### src/rtl/asm_pkg.sv
// Shared types and constants for the alarm set and match block.
`default_nettype none
package asm_pkg;

  localparam int FIELD_COUNT = 7;
  localparam int FIELD_W     = 7;

  typedef logic [FIELD_W-1:0] field_val_t;
  typedef logic [2:0]         field_idx_t;
  typedef logic [2:0]         cursor_t;
  typedef field_val_t [FIELD_COUNT-1:0] field_arr_t;

  typedef enum logic [1:0] {
    KIND_TIME   = 2'd0,
    KIND_SELECT = 2'd1,
    KIND_INC    = 2'd2,
    KIND_DEC    = 2'd3
  } kind_t;

  localparam cursor_t CUR_IDLE = 3'd0;

  // index 0 year, 1 month, 2 day, 3 weekday, 4 hour, 5 minute, 6 second
  localparam field_arr_t FIELD_MAX = {7'd59, 7'd59, 7'd23, 7'd6, 7'd31, 7'd12, 7'd99};
  localparam field_arr_t FIELD_MIN = {7'd0, 7'd0, 7'd0, 7'd0, 7'd1, 7'd1, 7'd0};

  typedef struct packed {
    kind_t      kind;
    logic [7:0] rtc_year_bcd;
    logic [7:0] rtc_month_bcd;
    logic [7:0] rtc_day_bcd;
    logic [7:0] rtc_weekday_raw;
    logic [7:0] rtc_hour_bcd;
    logic [7:0] rtc_minute_bcd;
    logic [7:0] rtc_second_bcd;
  } in_item_t;

  typedef struct packed {
    logic       alarm_on;
    cursor_t    cursor_field;
    field_val_t field_value;
    logic       time_matched;
  } out_item_t;

endpackage
`default_nettype wire

### src/rtl/asm_in_if.sv
// Input channel: valid/ready with one input item per beat.
`default_nettype none
interface asm_in_if
  import asm_pkg::*;
  ();
  logic     valid;
  logic     ready;
  in_item_t data;

  modport source (output valid, output data, input ready);
  modport sink   (input valid, input data, output ready);
endinterface
`default_nettype wire

### src/rtl/asm_out_if.sv
// Result channel: valid/ready with one result item per beat.
`default_nettype none
interface asm_out_if
  import asm_pkg::*;
  ();
  logic      valid;
  logic      ready;
  out_item_t data;

  modport source (output valid, output data, input ready);
  modport sink   (input valid, input data, output ready);
endinterface
`default_nettype wire

### src/rtl/asm_bcd_cmp.sv
// Decodes the clock sample bytes and compares them with the alarm fields.
`default_nettype none
module asm_bcd_cmp
  import asm_pkg::*;
(
  input  in_item_t   item,
  input  field_arr_t fields,
  output logic       time_eq
);

  function automatic field_val_t bcd_dec(input logic [7:0] b);
    field_val_t tens;
    tens = {4'd0, b[6:4]};
    return (tens << 3) + (tens << 1) + {3'd0, b[3:0]};
  endfunction

  field_arr_t t;

  always_comb begin
    t[0] = bcd_dec(item.rtc_year_bcd);
    t[1] = bcd_dec(item.rtc_month_bcd);
    t[2] = bcd_dec(item.rtc_day_bcd);
    t[3] = {4'd0, item.rtc_weekday_raw[2:0]};
    t[4] = bcd_dec(item.rtc_hour_bcd);
    t[5] = bcd_dec(item.rtc_minute_bcd);
    t[6] = bcd_dec(item.rtc_second_bcd);
  end

  assign time_eq = (t == fields);

endmodule
`default_nettype wire

### src/rtl/asm_field_step.sv
// Increment or decrement of one alarm field with per-field wrap limits.
`default_nettype none
module asm_field_step
  import asm_pkg::*;
(
  input  field_idx_t idx,
  input  logic       up,
  input  field_val_t cur,
  output field_val_t nxt
);

  field_val_t mx;
  field_val_t mn;
  logic [FIELD_W:0] inc;

  assign mx  = FIELD_MAX[idx];
  assign mn  = FIELD_MIN[idx];
  assign inc = {1'b0, cur} + {{FIELD_W{1'b0}}, 1'b1};

  always_comb begin
    if (up) begin
      nxt = (inc > {1'b0, mx}) ? mn : inc[FIELD_W-1:0];
    end else begin
      nxt = (cur <= mn) ? mx : cur - 7'd1;
    end
  end

endmodule
`default_nettype wire

### src/rtl/alarm_set_and_match_top.sv
// Alarm set and match block: edit cursor, alarm fields and time compare.
//
// Usage: items enter on in_ch (valid/ready); each item is a time sample,
// a select press, an increment press or a decrement press. Every accepted
// beat yields exactly one result beat on out_ch carrying the alarm latch,
// the edit cursor, the alarm value under the cursor and the match flag.
// Items pass through an input register, then a result register. Throughput:
// one item per cycle while out_ch.ready holds; the whole update
// is one pass of decode, compare and wrap logic between the two registers.
// State is updated as an item moves into the result register, so the
// next item sees it immediately.
// Reset (rst_n low, synchronous): all alarm fields zero, cursor idle,
// latch clear, both registers empty.
// Receiver stall: the result register holds its beat; the input register
// still takes one more item, then in_ch.ready drops until out_ch.ready
// returns. No beat is lost or repeated.
`default_nettype none
module alarm_set_and_match_top
  import asm_pkg::*;
(
  input  wire logic  clk,
  input  wire logic  rst_n,
  asm_in_if.sink     in_ch,
  asm_out_if.source  out_ch
);

  logic       in_v_r;
  in_item_t   in_data_r;
  logic       out_v_r;
  out_item_t  out_data_r;

  field_arr_t fields_r;
  cursor_t    cursor_r;
  logic       latch_r;

  field_arr_t fields_nxt;
  cursor_t    cursor_nxt;
  logic       latch_nxt;
  logic       matched;
  out_item_t  res_nxt;

  logic       out_free;
  logic       fire;
  logic       in_acc;
  logic       time_eq;
  field_idx_t sel_idx;
  field_idx_t out_idx;
  field_val_t step_val;

  assign out_free    = !out_v_r || out_ch.ready;
  assign fire        = in_v_r && out_free;
  assign in_ch.ready = !in_v_r || out_free;
  assign in_acc      = in_ch.valid && in_ch.ready;

  assign out_ch.valid = out_v_r;
  assign out_ch.data  = out_data_r;

  assign sel_idx = (cursor_r == CUR_IDLE) ? field_idx_t'(0) : cursor_r - 3'd1;

  asm_bcd_cmp u_cmp (
    .item    (in_data_r),
    .fields  (fields_r),
    .time_eq (time_eq)
  );

  asm_field_step u_step (
    .idx (sel_idx),
    .up  (in_data_r.kind == KIND_INC),
    .cur (fields_r[sel_idx]),
    .nxt (step_val)
  );

  always_comb begin
    fields_nxt = fields_r;
    cursor_nxt = cursor_r;
    latch_nxt  = latch_r;
    matched    = 1'b0;
    case (in_data_r.kind)
      KIND_TIME: begin
        if (time_eq) begin
          matched   = 1'b1;
          latch_nxt = 1'b1;
        end
      end
      KIND_SELECT: begin
        cursor_nxt = cursor_r + 3'd1;
      end
      KIND_INC, KIND_DEC: begin
        if (cursor_r == CUR_IDLE) begin
          latch_nxt = 1'b0;
        end else begin
          fields_nxt[sel_idx] = step_val;
        end
      end
      default: begin
        fields_nxt = fields_r;
      end
    endcase
  end

  assign out_idx = (cursor_nxt == CUR_IDLE) ? field_idx_t'(0) : cursor_nxt - 3'd1;

  always_comb begin
    res_nxt.alarm_on     = latch_nxt;
    res_nxt.cursor_field = cursor_nxt;
    res_nxt.field_value  = (cursor_nxt == CUR_IDLE) ? '0 : fields_nxt[out_idx];
    res_nxt.time_matched = matched;
  end

  always_ff @(posedge clk) begin
    if (!rst_n) begin
      in_v_r   <= 1'b0;
      out_v_r  <= 1'b0;
      fields_r <= '0;
      cursor_r <= CUR_IDLE;
      latch_r  <= 1'b0;
    end else begin
      if (in_acc) begin
        in_v_r <= 1'b1;
      end else if (fire) begin
        in_v_r <= 1'b0;
      end
      if (fire) begin
        out_v_r  <= 1'b1;
        fields_r <= fields_nxt;
        cursor_r <= cursor_nxt;
        latch_r  <= latch_nxt;
      end else if (out_ch.ready) begin
        out_v_r <= 1'b0;
      end
    end
  end

  always_ff @(posedge clk) begin
    if (in_acc) begin
      in_data_r <= in_ch.data;
    end
    if (fire) begin
      out_data_r <= res_nxt;
    end
  end

  // select beat steps the cursor by one, wrapping from second back to idle
  a_cursor_step: assert property (@(posedge clk) disable iff (!rst_n)
    fire && in_data_r.kind == KIND_SELECT |=> cursor_r == $past(cursor_r) + 3'd1)
    else $error("cursor did not advance on select");

  // a matching sample always leaves the alarm sounding
  a_match_sets_latch: assert property (@(posedge clk) disable iff (!rst_n)
    out_v_r && out_data_r.time_matched |-> out_data_r.alarm_on)
    else $error("match reported without alarm latch set");

  // idle cursor shows no field value
  a_idle_value: assert property (@(posedge clk) disable iff (!rst_n)
    out_v_r && out_data_r.cursor_field == CUR_IDLE |-> out_data_r.field_value == '0)
    else $error("nonzero field value while idle");

  // a press while editing never touches the latch
  a_edit_keeps_latch: assert property (@(posedge clk) disable iff (!rst_n)
    fire && in_data_r.kind != KIND_TIME && cursor_r != CUR_IDLE |=> $stable(latch_r))
    else $error("latch changed by edit press");

  for (genvar g = 0; g < FIELD_COUNT; g++) begin : g_range
    a_field_max: assert property (@(posedge clk) disable iff (!rst_n)
      fields_r[g] <= FIELD_MAX[g])
      else $error("alarm field above its maximum");
  end

endmodule
`default_nettype wire

### src/flat_wrapper.sv
// flat-port wrapper written by rule: the top's interface ports become plain ports
module alarm_set_and_match_top_flat import asm_pkg::*;
  (clk, rst_n, in_ch_valid, in_ch_data, in_ch_ready, out_ch_valid, out_ch_data, out_ch_ready);
  asm_in_if in_ch_i ();
  asm_out_if out_ch_i ();
  input  wire logic clk;
  input  wire logic rst_n;
  input wire logic [$bits(in_ch_i.valid)-1:0] in_ch_valid;
  input wire logic [$bits(in_ch_i.data)-1:0] in_ch_data;
  output wire logic [$bits(in_ch_i.ready)-1:0] in_ch_ready;
  output wire logic [$bits(out_ch_i.valid)-1:0] out_ch_valid;
  output wire logic [$bits(out_ch_i.data)-1:0] out_ch_data;
  input wire logic [$bits(out_ch_i.ready)-1:0] out_ch_ready;
  assign in_ch_i.valid = in_ch_valid;
  assign in_ch_i.data = in_ch_data;
  assign in_ch_ready = in_ch_i.ready;
  assign out_ch_valid = out_ch_i.valid;
  assign out_ch_data = out_ch_i.data;
  assign out_ch_i.ready = out_ch_ready;
  alarm_set_and_match_top u_core (.clk(clk), .rst_n(rst_n), .in_ch(in_ch_i), .out_ch(out_ch_i));
endmodule
### config.mk
export PLATFORM = sky130hd
export DESIGN_NAME = alarm_set_and_match_top_flat
export DESIGN_NICKNAME = d
export VERILOG_FILES = /design/src/rtl/asm_pkg.sv /design/src/rtl/asm_in_if.sv /design/src/rtl/asm_out_if.sv /design/src/rtl/asm_bcd_cmp.sv /design/src/rtl/asm_field_step.sv /design/src/rtl/alarm_set_and_match_top.sv /design/src/flat_wrapper.sv
export SDC_FILE = /design/constraint.sdc
export NUM_CORES = 1
export LEC_CHECK = 0
export ABC_AREA = 1
export BUFFER_PORTS_ARGS = -buffer_cell sky130_fd_sc_hd__buf_2
export CAP_MARGIN = 10
export CORE_MARGIN = 4
export CORE_UTILIZATION = 55
export CTS_CLUSTER_DIAMETER = 120
export CTS_CLUSTER_SIZE = 28
export DETAILED_ROUTE_END_ITERATION = 10
export GPL_TIMING_DRIVEN = 1
export PLACE_DENSITY_LB_ADDON = 0.3
export SETUP_SLACK_MARGIN = 0.02
export SYNTH_ARGS = -nofsm -noshare
export SYNTH_HDL_FRONTEND = slang
export SYNTH_SLANG_ARGS = --single-unit
export TNS_END_PERCENT = 50
### constraint.sdc
create_clock -name clk -period 3.96 [get_ports clk]
set_clock_uncertainty 0.15 [all_clocks]
set_input_delay 0.198 -clock clk [delete_from_list [all_inputs] [get_ports clk]]
set_output_delay 0.198 -clock clk [all_outputs]
set_load 0.02 [all_outputs]
==> results.toml <==
[cells_and_area]
drive_above_1_share_pct = 31.84
area_growth_pct = 41.89
fillers = 844
mostFrequentLayoutCell = "nand2_1"
nNetsFinal = 1431
final_cell_mix = "224 x nand2_1, 125 x buf_4, 111 x inv_1"

[die]
die_y_um = 128.7
fp.coreArea_sq_um = 14100
start_util_pct = 56.83
rows = 43
ios = 76
dieArea_sq_um = 16560
die_w_um = 128.7

[grt]
grtUsageMet3_pct = 10.25
grt_remaining_overflow = 0
grt_pass1_vias = 8598
antenna_found_initial = 1
grt_max_degree = 69
grt_use_met1_pct = 41.37
grt_pass1_wl_um = 45280
track_usage_pct = 35.64
use_met2_pct = 57.13
grt_busiest_layer = "met2"

[worst_setup_path]
ff2ff_setup_slack_ps = -190
worstReg2RegEnd = "u_core.out_ch.data[5]"
crit_path_start_kind = "flip-flop"
end_kind = "flip-flop"
crit_type = "reg2reg"
worstPathBufferInverterCount = 5
cp_max_fo = 7
crit_family = "simple AND/OR/NAND/NOR gates"
r2r_cells = 31
crit_top_cell = "nand2_1"
critPathSlowestCell = "dfxtp_2"
r2r_start = "u_core.cursor_r[0]"
cp_slowest_stage_delay_ps = 330
arrival_ps = 4280
required_ps = 4090

[cts]
clk_pin_slew_ps = 60
cts_root_buffer = "clkbuf_16"
clkSinkCount = 114
cts_max_path_buffers = 2
cts-htree-levels = 4
cts_tree = "done"
cts_buffers = 17
clock_latency_ps = 430

[route]
routed_wirelength_um = 30670
dr.pass1.iters = 6
viasPerCell = 6.074
ant_nets = 0
wl_per_cell_um = 20.44
vias = 9111
drt_iter0_markers = 1182
drcViolationCount = 0

[sta]
finalHoldViolCount = 0
setup_viol = 14
fmax_mhz = 241.0
setup_slack_ps = -189.4
min_period_ps = 4149
relSlewSlack_pct = 18.19
fin_hold_ws_ps = 84.46
rsz0062_at_grt = "true"
worst_pin_slew_ps = 1223
period_share_pct = 104.8
slew_viol_final = 0

[synthesis]
syn_nets = 1186
synth_top_family_by_area = "simple AND/OR/NAND/NOR gates"
yosys.area_share.simple_pct = 28.53
synth-edff-count = 59
synth_cell_types = 36
synthAdderAreaFrac_pct = 10.96
syn_area_sq_um = 8011
synth-xor-area-share_pct = 3.936
ys_async_sr_fraction_pct = 0
synthMuxAreaShare_pct = 0
synth_ff_type = "edfxtp_1"
seq_area_frac_synth_pct = 35.86
ys_seq_elements = 114
synthCells = 1061
avgSynthCellArea_sq_um = 7.551
synth_compound_area_share_pct = 12.59
yosysWarnings = 0

[power_and_ir_drop]
power_density_nw_per_um2 = 428.6
ir_drop_mv = 0.3227
p_leak_nw = 5.091

[worst_hold_path]
whs_path_depth = 3
min_from = "rst_n"
hold_path.class = "in2reg"
min_to = "u_core.fields_r[4]"

[run_status]
failed_checks = "setup timing"
status = "finished with violations"

[place]
dp_worst_setup_slack_ps = -357.5
globalplace.congestion = 1.073
place.port_buffers = 64
dp_hpwl_um = 19710

[job]
cap_violations = 0
where the power goes:
part | switching (mW) | internal (mW)
clock | 0.563 | 0.912
combinational | 1.24 | 0.768
sequential | 0.0569 | 1.33
logic make-up after synthesis:
group | after synthesis
XOR/XNOR | 36
AND/OR/NAND/NOR | 508
AO/OA/AOI/OAI | 175
flip-flops | 114
buffers and inverters | 165
adder cells (fa/ha/maj) | 63
state kept, by name, indices dropped and copies added, names as in the netlist:
| register | cells |
|---|---|
| u_core.fields_r | 49 |
| u_core.in_data_r | 47 |
| u_core.out_ch.data | 12 |
| u_core.cursor_r | 3 |
| u_core.in_v_r | 1 |
| u_core.latch_r | 1 |
| u_core.out_ch.valid | 1 |
what timing repair did:
action / in CTS / in global routing
gates resized for setup: 68 / 110
gates cloned: 2 / 0
pin swaps: 25 / 70
setup buffers: 8 / 14
endpoints found under the hold margin: 49 / 0
hold buffers: 50 / 0
endpoints found under the setup margin: 49 / 56
worst min-delay path, stage by stage:
cell     delay [ps]
buf_2           240
o21ai_0         130
a21oi_1          50
synth_stat cells, drive strengths merged (10+ instances only):
master / number / area share, %
dfxtp: 55 / 14
nand3: 131 / 8.6
o21ai: 52 / 3.2
inv: 135 / 6.3
or2: 10 / 0.78
buf: 10 / 0.86
edfxtp: 59 / 22
a21oi: 69 / 4.3
xnor2: 16 / 1.7
nand2: 271 / 13
fa: 12 / 3.0
xor2: 20 / 2.2
ha: 51 / 8.0
nor2: 80 / 4.5
a211oi: 35 / 3.3
clkbuf: 18 / 0.84
layout make-up:
type	instances	area (sq um)	area share, %
inverters	137	514.2	4.524
repair buffers	254	1954	17.19
flip-flops and latches	114	2875	25.29
diodes	1	2.502	0.02201
well taps	180	225.2	1.981
clock inverters	12	116.4	1.024
multi-input cells	782	5243	46.12
clock buffers	20	436.7	3.841
per-stage QoR:
step | cell area, sq um | total power [mW] | utilization (%) | setup TNS (ps) | std cells
2_1_floorplan | 8011 | 2.334 | - | 0 | 1061
3_3_place_gp | 9334 | 2.902 | 66.22 | -1522 | 1395
3_5_place_dp | 9334 | 2.930 | 66.22 | -5167 | 1395
4_1_cts | 10820 | 4.580 | 76.73 | -11.51 | 1487
5_1_grt | 11370 | 5.045 | 80.64 | -6761 | 1500
6_report | 11370 | 4.872 | 80.64 | -1196 | 1500
worst max path at each step:
stage / cells after the start / slack [ps] / from / end
final: 31 / -190 / u_core.cursor_r[0] / u_core.out_ch.data[5]
after global routing: 33 / -370 / u_core.cursor_r[0] / u_core.out_ch.data[5]
after CTS: 33 / -10 / u_core.cursor_r[0] / u_core.out_ch.data[3]
after detailed placement: 31 / -360 / u_core.cursor_r[0] / u_core.out_ch.data[7]
after global placement: 32 / -240 / u_core.cursor_r[0] / u_core.out_ch.data[3]
after floorplan: 34 / 70 / u_core.cursor_r[0] / u_core.out_ch.data[4]
layer usage:
layer,vias up,routed length (um)
met2,705,14020
met5,-,0
met3,223,3533
met4,0,2598
met1,4141,10520
li1,4042,-
Note: power is estimated with default switching activity, not from simulation.
